<file path="src/sv/avt_pkg.sv">
package avt_pkg;

    localparam int AVG_W        = 5;
    localparam int ANGLE_W      = 16;
    localparam int ACC_W        = 26;
    localparam int CORDIC_STEPS = 16;
    localparam int CSTEP_W      = 4;

    localparam logic [AVG_W-1:0]          AVG_RESET   = 5'd10;
    localparam logic signed [ANGLE_W-1:0] RIGHT_ANGLE = 16'sd23040;

    typedef enum logic [2:0] {
        ST_IDLE,
        ST_DIV,
        ST_MUL,
        ST_SQRT,
        ST_CORDIC,
        ST_FIN
    } t_state;

    // atan(2^-i) in degrees, 16 fraction bits
    function automatic logic signed [ACC_W-1:0] atan_tab(input logic [CSTEP_W-1:0] i);
        logic signed [ACC_W-1:0] v;
        case (i)
            4'd0:    v = 26'sd2949120;
            4'd1:    v = 26'sd1740967;
            4'd2:    v = 26'sd919879;
            4'd3:    v = 26'sd466945;
            4'd4:    v = 26'sd234379;
            4'd5:    v = 26'sd117304;
            4'd6:    v = 26'sd58666;
            4'd7:    v = 26'sd29335;
            4'd8:    v = 26'sd14668;
            4'd9:    v = 26'sd7334;
            4'd10:   v = 26'sd3667;
            4'd11:   v = 26'sd1833;
            4'd12:   v = 26'sd917;
            4'd13:   v = 26'sd458;
            4'd14:   v = 26'sd229;
            4'd15:   v = 26'sd115;
            default: v = '0;
        endcase
        return v;
    endfunction

endpackage

</file>
<file path="src/sv/averaged_tilt_angles_core.sv">
// Averaged tilt angles. Each transfer on the sample channel adds one x/y/z
// sample into the window sums; the transfer that completes a window of
// avg_count samples (0 acts as 1, values above MAX_AVG act as MAX_AVG) starts
// the angle computation and produces one result: three tilt angles in 1/256
// degree and a flag for an all-zero mean vector. A sample that does not
// close a window only updates the sums and the sample count. A closing
// sample keeps the block busy while one shared restoring divider, one
// shared bit-serial square root and one shared 16-step CORDIC rotator
// are all used in turn. No sample is taken while a result waits to be
// transferred.
module averaged_tilt_angles_core #(
    parameter int SAMPLE_BITS = 13,
    parameter int MAX_AVG     = 16
) (
    input  logic                                   i_clk,
    input  logic                                   i_rst_n,
    input  logic                                   i_valid,
    output logic                                   o_stall,
    input  logic signed [SAMPLE_BITS-1:0]          i_accel_x,
    input  logic signed [SAMPLE_BITS-1:0]          i_accel_y,
    input  logic signed [SAMPLE_BITS-1:0]          i_accel_z,
    input  logic                                   i_cfg_we,
    input  logic [avt_pkg::AVG_W-1:0]              i_cfg_data,
    output logic                                   o_valid,
    input  logic                                   i_stall,
    output logic signed [avt_pkg::ANGLE_W-1:0]     o_tilt_x,
    output logic signed [avt_pkg::ANGLE_W-1:0]     o_tilt_y,
    output logic signed [avt_pkg::ANGLE_W-1:0]     o_tilt_z,
    output logic                                   o_zero_vector
);
    import avt_pkg::*;

    localparam int CNT_W  = $clog2(MAX_AVG + 1);
    localparam int SUM_W  = SAMPLE_BITS + CNT_W;
    // a shortened window can leave a mean as large as a full sum
    localparam int MAG_W  = SUM_W;
    localparam int SQ_W   = 2 * MAG_W;
    localparam int RAD_W  = SQ_W + 1;
    localparam int RT_W   = (RAD_W + 16 + 1) / 2;
    localparam int RQ_W   = 2 * RT_W;
    localparam int CX_W   = RT_W + 3;
    localparam int STEP_W = $clog2(RT_W + 1);

    t_state r_state, n_state;

    logic [AVG_W-1:0]              r_avg;
    logic signed [SUM_W-1:0]       r_sum [3];
    logic [CNT_W-1:0]              r_samples;
    logic [STEP_W-1:0]             r_cnt;
    logic [1:0]                    r_k;
    logic [MAG_W-1:0]              r_mag [3];
    logic [2:0]                    r_neg;
    logic [SQ_W-1:0]               r_sq [3];
    logic [CNT_W-1:0]              r_rem;
    logic [SUM_W-1:0]              r_quo;
    logic [RQ_W-1:0]               r_sn, r_sr, r_sb;
    logic signed [CX_W-1:0]        r_cx, r_cy;
    logic signed [ACC_W-1:0]       r_acc;
    logic [RT_W-1:0]               r_num, r_den;
    logic signed [ANGLE_W-1:0]     r_tilt [3];
    logic                          r_ovalid;

    logic [CNT_W-1:0]              eff_cnt;
    logic                          accept, close_win;
    logic signed [SUM_W-1:0]       sum_next [3];
    logic signed [SUM_W-1:0]       cur_sum;
    logic [SUM_W-1:0]              abs_sum;
    logic [CNT_W+1:0]              d_sh, d_sub;
    logic [CNT_W-1:0]              rem_next;
    logic [SUM_W-1:0]              quo_next;
    logic [RAD_W-1:0]              rad;
    logic [RQ_W-1:0]               s_try, sn_next, sr_next;
    logic [RT_W-1:0]               abs_m, ang_num, ang_den;
    logic [CSTEP_W-1:0]            ci;
    logic signed [CX_W-1:0]        dx, dy;
    logic signed [ACC_W-1:0]       rnd;
    logic signed [ANGLE_W-1:0]     res, tilt;
    logic                          last_div, last_sqrt, last_cordic;

    always_comb begin
        if (r_avg == '0) begin
            eff_cnt = CNT_W'(1);
        end else if (int'(r_avg) > MAX_AVG) begin
            eff_cnt = CNT_W'(MAX_AVG);
        end else begin
            eff_cnt = CNT_W'(r_avg);
        end
    end

    assign accept    = i_valid && !o_stall;
    assign close_win = (CNT_W'(r_samples) + CNT_W'(1)) >= eff_cnt
                       || ((CNT_W + 1)'(r_samples) + (CNT_W + 1)'(1))
                          >= (CNT_W + 1)'(eff_cnt);

    assign sum_next[0] = r_sum[0] + SUM_W'(i_accel_x);
    assign sum_next[1] = r_sum[1] + SUM_W'(i_accel_y);
    assign sum_next[2] = r_sum[2] + SUM_W'(i_accel_z);

    // shared restoring divider, one quotient bit a cycle
    assign cur_sum  = r_sum[r_k];
    assign abs_sum  = cur_sum[SUM_W-1] ? SUM_W'(-cur_sum) : SUM_W'(cur_sum);
    assign d_sh     = {1'b0, r_rem, r_quo[SUM_W-1]};
    assign d_sub    = d_sh - (CNT_W + 2)'(eff_cnt);
    assign rem_next = d_sub[CNT_W+1] ? d_sh[CNT_W-1:0] : d_sub[CNT_W-1:0];
    assign quo_next = {r_quo[SUM_W-2:0], ~d_sub[CNT_W+1]};

    // radicand and operands for the angle in hand
    always_comb begin
        case (r_k)
            2'd0:    rad = RAD_W'(r_sq[1]) + RAD_W'(r_sq[2]);
            2'd1:    rad = RAD_W'(r_sq[0]) + RAD_W'(r_sq[2]);
            default: rad = RAD_W'(r_sq[0]) + RAD_W'(r_sq[1]);
        endcase
    end

    assign abs_m   = RT_W'({r_mag[r_k], 8'b0});
    assign ang_num = (r_k == 2'd2) ? r_sr[RT_W-1:0] : abs_m;
    assign ang_den = (r_k == 2'd2) ? abs_m : r_sr[RT_W-1:0];

    // shared square root, one result bit a cycle
    assign s_try   = r_sr + r_sb;
    assign sn_next = (r_sn >= s_try) ? r_sn - s_try : r_sn;
    assign sr_next = (r_sn >= s_try) ? (r_sr >> 1) + r_sb : r_sr >> 1;

    // shared CORDIC stage, vectoring mode
    assign ci = CSTEP_W'(r_cnt - STEP_W'(1));
    assign dx = r_cy >>> ci;
    assign dy = r_cx >>> ci;

    always_comb begin
        rnd = (r_acc + ACC_W'(128)) >>> 8;
        if (r_num == '0) begin
            res = '0;
        end else if (r_den == '0) begin
            res = RIGHT_ANGLE;
        end else if (rnd < 0) begin
            res = '0;
        end else if (rnd > ACC_W'(RIGHT_ANGLE)) begin
            res = RIGHT_ANGLE;
        end else begin
            res = ANGLE_W'(rnd);
        end
        tilt = r_neg[r_k] ? -res : res;
    end

    assign last_div    = r_cnt == STEP_W'(SUM_W);
    assign last_sqrt   = r_cnt == STEP_W'(RT_W);
    assign last_cordic = r_cnt == STEP_W'(CORDIC_STEPS);

    always_comb begin
        n_state = r_state;
        case (r_state)
            ST_IDLE:   if (accept && close_win) n_state = ST_DIV;
            ST_DIV:    if (last_div && r_k == 2'd2) n_state = ST_MUL;
            ST_MUL:    if (r_k == 2'd2) n_state = ST_SQRT;
            ST_SQRT:   if (last_sqrt) n_state = ST_CORDIC;
            ST_CORDIC: if (last_cordic) n_state = ST_FIN;
            ST_FIN:    n_state = (r_k == 2'd2) ? ST_IDLE : ST_SQRT;
            default:   n_state = ST_IDLE;
        endcase
    end

    always_comb begin
        o_stall = (r_state != ST_IDLE) || r_ovalid;
    end

    always_ff @(posedge i_clk) begin
        if (!i_rst_n) begin
            r_state   <= ST_IDLE;
            r_avg     <= AVG_RESET;
            r_samples <= '0;
            r_ovalid  <= 1'b0;
            r_cnt     <= '0;
            r_k       <= '0;
            for (int a = 0; a < 3; a++) begin
                r_sum[a] <= '0;
            end
        end else begin
            r_state <= n_state;
            if (i_cfg_we) begin
                r_avg <= i_cfg_data;
            end
            if (r_ovalid && !i_stall) begin
                r_ovalid <= 1'b0;
            end
            case (r_state)
                ST_IDLE: begin
                    r_cnt <= '0;
                    r_k   <= '0;
                    if (accept) begin
                        for (int a = 0; a < 3; a++) begin
                            r_sum[a] <= sum_next[a];
                        end
                        r_samples <= close_win ? '0 : r_samples + CNT_W'(1);
                    end
                end
                ST_DIV: begin
                    if (r_cnt == '0) begin
                        r_quo <= abs_sum;
                        r_rem <= '0;
                        r_cnt <= r_cnt + STEP_W'(1);
                    end else begin
                        r_quo <= quo_next;
                        r_rem <= rem_next;
                        if (last_div) begin
                            r_mag[r_k] <= MAG_W'(quo_next);
                            r_neg[r_k] <= cur_sum[SUM_W-1] && (quo_next != '0);
                            r_cnt      <= '0;
                            if (r_k == 2'd2) begin
                                r_k <= '0;
                                for (int a = 0; a < 3; a++) begin
                                    r_sum[a] <= '0;
                                end
                            end else begin
                                r_k <= r_k + 2'd1;
                            end
                        end else begin
                            r_cnt <= r_cnt + STEP_W'(1);
                        end
                    end
                end
                ST_MUL: begin
                    r_sq[r_k] <= r_mag[r_k] * r_mag[r_k];
                    r_k       <= (r_k == 2'd2) ? 2'd0 : r_k + 2'd1;
                end
                ST_SQRT: begin
                    if (r_cnt == '0) begin
                        r_sn  <= RQ_W'(rad) << 16;
                        r_sr  <= '0;
                        r_sb  <= RQ_W'(1) << (RQ_W - 2);
                        r_cnt <= r_cnt + STEP_W'(1);
                    end else begin
                        r_sn  <= sn_next;
                        r_sr  <= sr_next;
                        r_sb  <= r_sb >> 2;
                        r_cnt <= last_sqrt ? '0 : r_cnt + STEP_W'(1);
                    end
                end
                ST_CORDIC: begin
                    if (r_cnt == '0) begin
                        r_num <= ang_num;
                        r_den <= ang_den;
                        r_cx  <= CX_W'(ang_den);
                        r_cy  <= CX_W'(ang_num);
                        r_acc <= '0;
                        r_cnt <= r_cnt + STEP_W'(1);
                    end else begin
                        if (!r_cy[CX_W-1]) begin
                            r_cx  <= r_cx + dx;
                            r_cy  <= r_cy - dy;
                            r_acc <= r_acc + atan_tab(ci);
                        end else begin
                            r_cx  <= r_cx - dx;
                            r_cy  <= r_cy + dy;
                            r_acc <= r_acc - atan_tab(ci);
                        end
                        r_cnt <= last_cordic ? '0 : r_cnt + STEP_W'(1);
                    end
                end
                ST_FIN: begin
                    r_tilt[r_k] <= tilt;
                    if (r_k == 2'd2) begin
                        r_k           <= '0;
                        r_ovalid      <= 1'b1;
                        o_tilt_x      <= r_tilt[0];
                        o_tilt_y      <= r_tilt[1];
                        o_tilt_z      <= tilt;
                        o_zero_vector <= (r_mag[0] == '0) && (r_mag[1] == '0)
                                         && (r_mag[2] == '0);
                    end else begin
                        r_k <= r_k + 2'd1;
                    end
                end
                default: r_cnt <= '0;
            endcase
        end
    end

    assign o_valid = r_ovalid;

    a_zero_angles: assert property (@(posedge i_clk) disable iff (!i_rst_n)
        o_valid && o_zero_vector |-> o_tilt_x == '0 && o_tilt_y == '0 && o_tilt_z == '0)
        else $error("zero vector with non-zero angle");

    a_tilt_range: assert property (@(posedge i_clk) disable iff (!i_rst_n)
        o_valid |-> o_tilt_x <= RIGHT_ANGLE && o_tilt_x >= -RIGHT_ANGLE
                 && o_tilt_z <= RIGHT_ANGLE && o_tilt_z >= -RIGHT_ANGLE)
        else $error("tilt out of range");

    a_window_bound: assert property (@(posedge i_clk) disable iff (!i_rst_n)
        int'(r_samples) < MAX_AVG)
        else $error("sample count past window limit");

    a_busy_no_result: assert property (@(posedge i_clk) disable iff (!i_rst_n)
        r_state != ST_IDLE && r_state != ST_FIN |=> !$rose(r_ovalid))
        else $error("result raised outside final step");

endmodule
</file>
<file path="config.mk">
export PLATFORM = sky130hd
export DESIGN_NAME = averaged_tilt_angles_core
export DESIGN_NICKNAME = d
export VERILOG_FILES = /design/src/sv/avt_pkg.sv /design/src/sv/averaged_tilt_angles_core.sv
export SDC_FILE = /design/constraint.sdc
export NUM_CORES = 2
export LEC_CHECK = 0
export ABC_AREA = 0
export BUFFER_PORTS_ARGS = -buffer_cell sky130_fd_sc_hd__buf_2
export CORE_ASPECT_RATIO = 0.75
export CORE_MARGIN = 4
export CORE_UTILIZATION = 45
export CTS_CLUSTER_SIZE = 20
export DETAILED_ROUTE_END_ITERATION = 10
export GPL_ROUTABILITY_DRIVEN = 0
export GPL_TIMING_DRIVEN = 0
export HOLD_SLACK_MARGIN = 0.05
export PLACE_DENSITY = 0.71
export SLEW_MARGIN = 5
export SYNTH_ARGS = -nofsm -noshare
export SYNTH_HDL_FRONTEND = slang
export SYNTH_SLANG_ARGS = --single-unit
</file>
<file path="constraint.sdc">
create_clock -name i_clk -period 14.8 [get_ports i_clk]
set_input_delay 0.74 -clock i_clk [delete_from_list [all_inputs] [get_ports i_clk]]
set_output_delay 0.74 -clock i_clk [all_outputs]
set_load 0.01 [all_outputs]
</file>
==> impl.org <==
** STA
- Hold timing on the final database bottoms out at a slack of approximately 320 ps.
- The clock period could shrink to 11,310 ps.
- Setup repair after global routing left no endpoint under its margin.
- Fin. Hold Viols :: 0
- In this run the tightest slew margin relative to its limit is 6.35%.
- The final critical path takes up between 70% and 80% of the cycle.
- Final number of setup-violating endpoints :: 0
- Setup TNS after final layout :: 0 ps
- Fin. max-slew vios :: 0
- Across the routed clock network, the largest skew measured is ~27 ps.
- Worst-margin pin slew :: ~1400 ps
- For this run, the top clock speed supported by timing is 0.0884 GHz.

** Hold path
- Type of the worst min-delay path :: primary input to register

** Clock network
- Clock root buffer :: sky130_fd_sc_hd__clkbuf_16
- TritonCTS sink count :: ~640
- For the worst-skew pair, the clock arrives at the later sink with an insertion delay of just under 700 ps.
- In this run the post-CTS setup repair buffer count came out at 0.
- Gates resized, CTS repair :: 0
- Number of CTS-inserted buffers :: 74
- TritonCTS built the clock tree.
- Clock-pin slew was measured on the worst setup and hold paths at 70 ps.
- The H-tree was split into 3 levels.
- Clock buffer depth :: 3
- The number of hold buffers added after CTS was 0.

** Cells and area
- The library cell used most frequently in the layout, excluding fill and tap cells, is sky130_fd_sc_hd__edfxtp_1.
- In the final design database the tool counted 6,799 nets.
- Proportion of layout cells with a drive suffix above 1 :: under 10%
- Most frequent cells in the layout :: 613 x sky130_fd_sc_hd__edfxtp_1, 609 x sky130_fd_sc_hd__nand2_1, 508 x sky130_fd_sc_hd__nor2_1
- Compared with the post-synthesis result, the final layout area differs by 10.1%.
- Excluding fillers, the count of instances in the completed layout stands at 7,778.

** Critical path
- Data on the critical path is required at its endpoint by 15,180 ps.
- CP dominant cell by count :: sky130_fd_sc_hd__fa_1
- Slowest CP cell :: sky130_fd_sc_hd__o21ai_0
- Buffers plus inverters on the worst setup path :: 9
- Worst-path fanout max :: 10
- Setup Crit Path Kind :: register to register
- For the worst flop-to-flop path, the logic depth is 28.
- STA classifies the critical path startpoint as a register.
- The most critical setup path has its endpoint at r_sq[2][32]$_DFFE_PP_.
- Peak per-stage delay on the critical path :: about 850 ps
- Worst reg2reg setup slack :: between 3000 and 4000 ps
- Cell family contributing the most delay on the critical path :: compound AO/OA/AOI/OAI gates
- Critical Path Stages :: 28
- Kind of capture point of the worst setup path :: register
- CP arrival :: approximately 12,000 ps
- Capturing point of the worst reg2reg path :: r_sq[2][32]$_DFFE_PP_

** Floorplan
- In this run the core area contains about 110 standard-cell rows.
- Measured along the x axis, the die boundary spans approximately 420 um.
- The total area inside the core boundary comes to 123,000 um^2.
- I/O pin count :: 100
- Die area :: between 100,000 and 150,000 um^2
- Starting Density :: 45.6%
- In this run the vertical extent of the chip is 314 um.

** Outcome
- Result of the run :: finished clean

** Yosys
- The number of nets in the synthesized netlist is about 6,600.
- Of all flip-flops after synthesis, the portion carrying an async set or reset was 0%.
- Count of unique library cells instantiated by Yosys :: just over 90
- For this run, the number of Yosys warnings is 0.
- Post-Synthesis Cell Area :: approximately 56,000 um^2
- sky130_fd_sc_hd__edfxtp_1 takes more of the synthesized area than any other cell.
- Area share of the leading cell type in the synthesized netlist :: about a third
- Count of flip-flops with a built-in enable after synthesis :: ~610
- Dominant synthesized flop cell :: sky130_fd_sc_hd__edfxtp_1
- The synthesized design contains between 600 and 700 register bits.
- Biggest area contributors in the synthesized netlist :: sky130_fd_sc_hd__edfxtp_1 33%, sky130_fd_sc_hd__ha_1 10%, sky130_fd_sc_hd__fa_1 8.3%, sky130_fd_sc_hd__nand2_1 4.1%, sky130_fd_sc_hd__nor2_1 3.5%
- Synthesized area per cell :: ~9.6 um^2
- Synthesis produced a netlist whose cell count is 5,868.
- Register area share after synthesis :: between 30% and 40%

** Detailed routing
- Drt via density :: about 6.2
- After detailed routing, the number of remaining DRC violations is 0.
- Via total after detailed routing :: 47,900
- Total length of routed wires :: 179,000 um
- Count of antenna-violating nets left after detailed routing :: 0
- The first TritonRoute pass finished after 8 iterations.
- The first routing iteration left between 6,000 and 7,000 violations.
- Dividing the detail-routed wire length by the instance count gives between 20 and 25 um.

** Global route
- The first global-routing pass estimated between 200,000 and 300,000 um of wire.
- Entering global routing, the biggest net connects 43 pins.
- In the global route stage, overall resource usage came out at 26.6%.
- The total overflow left after global routing is 0.
- Vias in the first global route :: approximately 45,000
- The initial antenna violation count is 6.

** Placement
- During placement, the flow inserted port buffers numbering 98.
- Final HPWL from detailed placement :: between 100,000 and 150,000 um
- # placed instances :: between 7,000 and 8,000

** Job
- Max Cap Viol :: 0

** Pwr
- For this design the static power due to leakage is between 20 and 25 nW.
- Dividing total power by cell area gives a power density of 75.5 nW/um^2.
- Worst ir drop on vdd :: roughly 0.093 mV
==> how the worst min path moves through the flow <==
stage,startpoint,to,slack (ps),cells after the start
after floorplan,r_tilt[0][0]$_DFFE_PP_,o_tilt_x[0]$_DFFE_PP_,400,0
after global placement,r_tilt[0][7]$_DFFE_PP_,o_tilt_x[7]$_DFFE_PP_,400,0
after global routing,i_stall,o_valid$_SDFF_PN0_,310,2
final,i_stall,o_valid$_SDFF_PN0_,320,2
after CTS,i_stall,o_valid$_SDFF_PN0_,290,2
after detailed placement,r_tilt[0][10]$_DFFE_PP_,o_tilt_x[10]$_DFFE_PP_,410,0
==> logic make-up after synthesis <==
kind of cell,Yosys count,synth area share [%]
and+or+nand+nor,1812,15.0
AOI/OAI and AO/OA,1383,15.5
buffers and inverters,684,4.69
adders and majority gates,679,18.3
DFF,636,33.6
xor gates and xnor gates,438,6.84
muxes,236,6.07
==> registers in the layout, summed over array words and instances (netlist names), 26 cells and up, named ones only <==
signal,count
r_sum,54
r_sr,54
r_cy,30
r_num,27
r_den,27
r_sq,105
r_mag,72
r_tilt,32
r_acc,26
r_sb,27
r_sn,54
r_cx,30
==> synthesized netlist by cell type, types with 55 or more instances <==
cell type,count
sky130_fd_sc_hd__o21ai_0,349
sky130_fd_sc_hd__ha_1,447
sky130_fd_sc_hd__a31oi_1,84
sky130_fd_sc_hd__fa_1,232
sky130_fd_sc_hd__xor2_1,217
sky130_fd_sc_hd__inv_1,444
sky130_fd_sc_hd__a21o_1,122
sky130_fd_sc_hd__o21a_1,72
sky130_fd_sc_hd__nand3_1,96
sky130_fd_sc_hd__and2_1,78
sky130_fd_sc_hd__mux2_2,62
sky130_fd_sc_hd__nor2_1,519
sky130_fd_sc_hd__edfxtp_1,613
sky130_fd_sc_hd__a211oi_1,66
sky130_fd_sc_hd__nand2_1,609
sky130_fd_sc_hd__mux2i_1,96
sky130_fd_sc_hd__xnor2_1,221
sky130_fd_sc_hd__nor3_1,107
sky130_fd_sc_hd__nand4_1,55
sky130_fd_sc_hd__nand2b_1,55
sky130_fd_sc_hd__clkbuf_1,174
sky130_fd_sc_hd__nor2b_1,75
sky130_fd_sc_hd__a21oi_1,386
sky130_fd_sc_hd__and3_1,56
sky130_fd_sc_hd__mux4_2,77
==> area by class of cell <==
| type | count | area (um^2) |
|---|---|---|
| Clock inverter | 49 | 573 |
| Antenna cell | 9 | 22.5 |
| Tap cell | 1638 | 2050 |
| Buffer | 232 | 936 |
| Clock buffer | 87 | 1930 |
| Inverter | 452 | 1700 |
| Sequential cell | 636 | 18900 |
| Multi-Input combinational cell | 4548 | 34700 |
| Fill cell | 11000 | 61100 |
| Timing Repair Buffer | 127 | 1000 |
==> through the flow <==
stage          power [mW]  worst slack (ps)  util, %  area [um^2]
2_1_floorplan        2.56              5170        -        56100
4_1_cts              4.66              3700     50.2        61800
6_report             4.67              3490     50.3        61800
3_5_place_dp         2.76              3720     48.2        59200
3_3_place_gp         2.74               144     47.7        58600
5_1_grt              4.82              3070     50.2        61800
==> where the power goes <==
part | internal [mW] | total [mW] | switching (mW)
registers | 2.00 | 2.02 | 0.0243
logic | 0.280 | 0.725 | 0.446
clock network | 1.11 | 1.92 | 0.812
==> per-layer routing <==
| layer | up-vias | wire length (um) | GRT usage, % |
|---|---|---|---|
| met5 | - | 0 | 0 |
| met1 | 22900 | 73600 | 37.4 |
| li1 | 21500 | - | - |
| met2 | 2974 | 71100 | 37.1 |
| met4 | 0 | 7730 | 10.4 |
| met3 | 434 | 26300 | 9.74 |
Note: power is estimated with default switching activity, not from simulation.
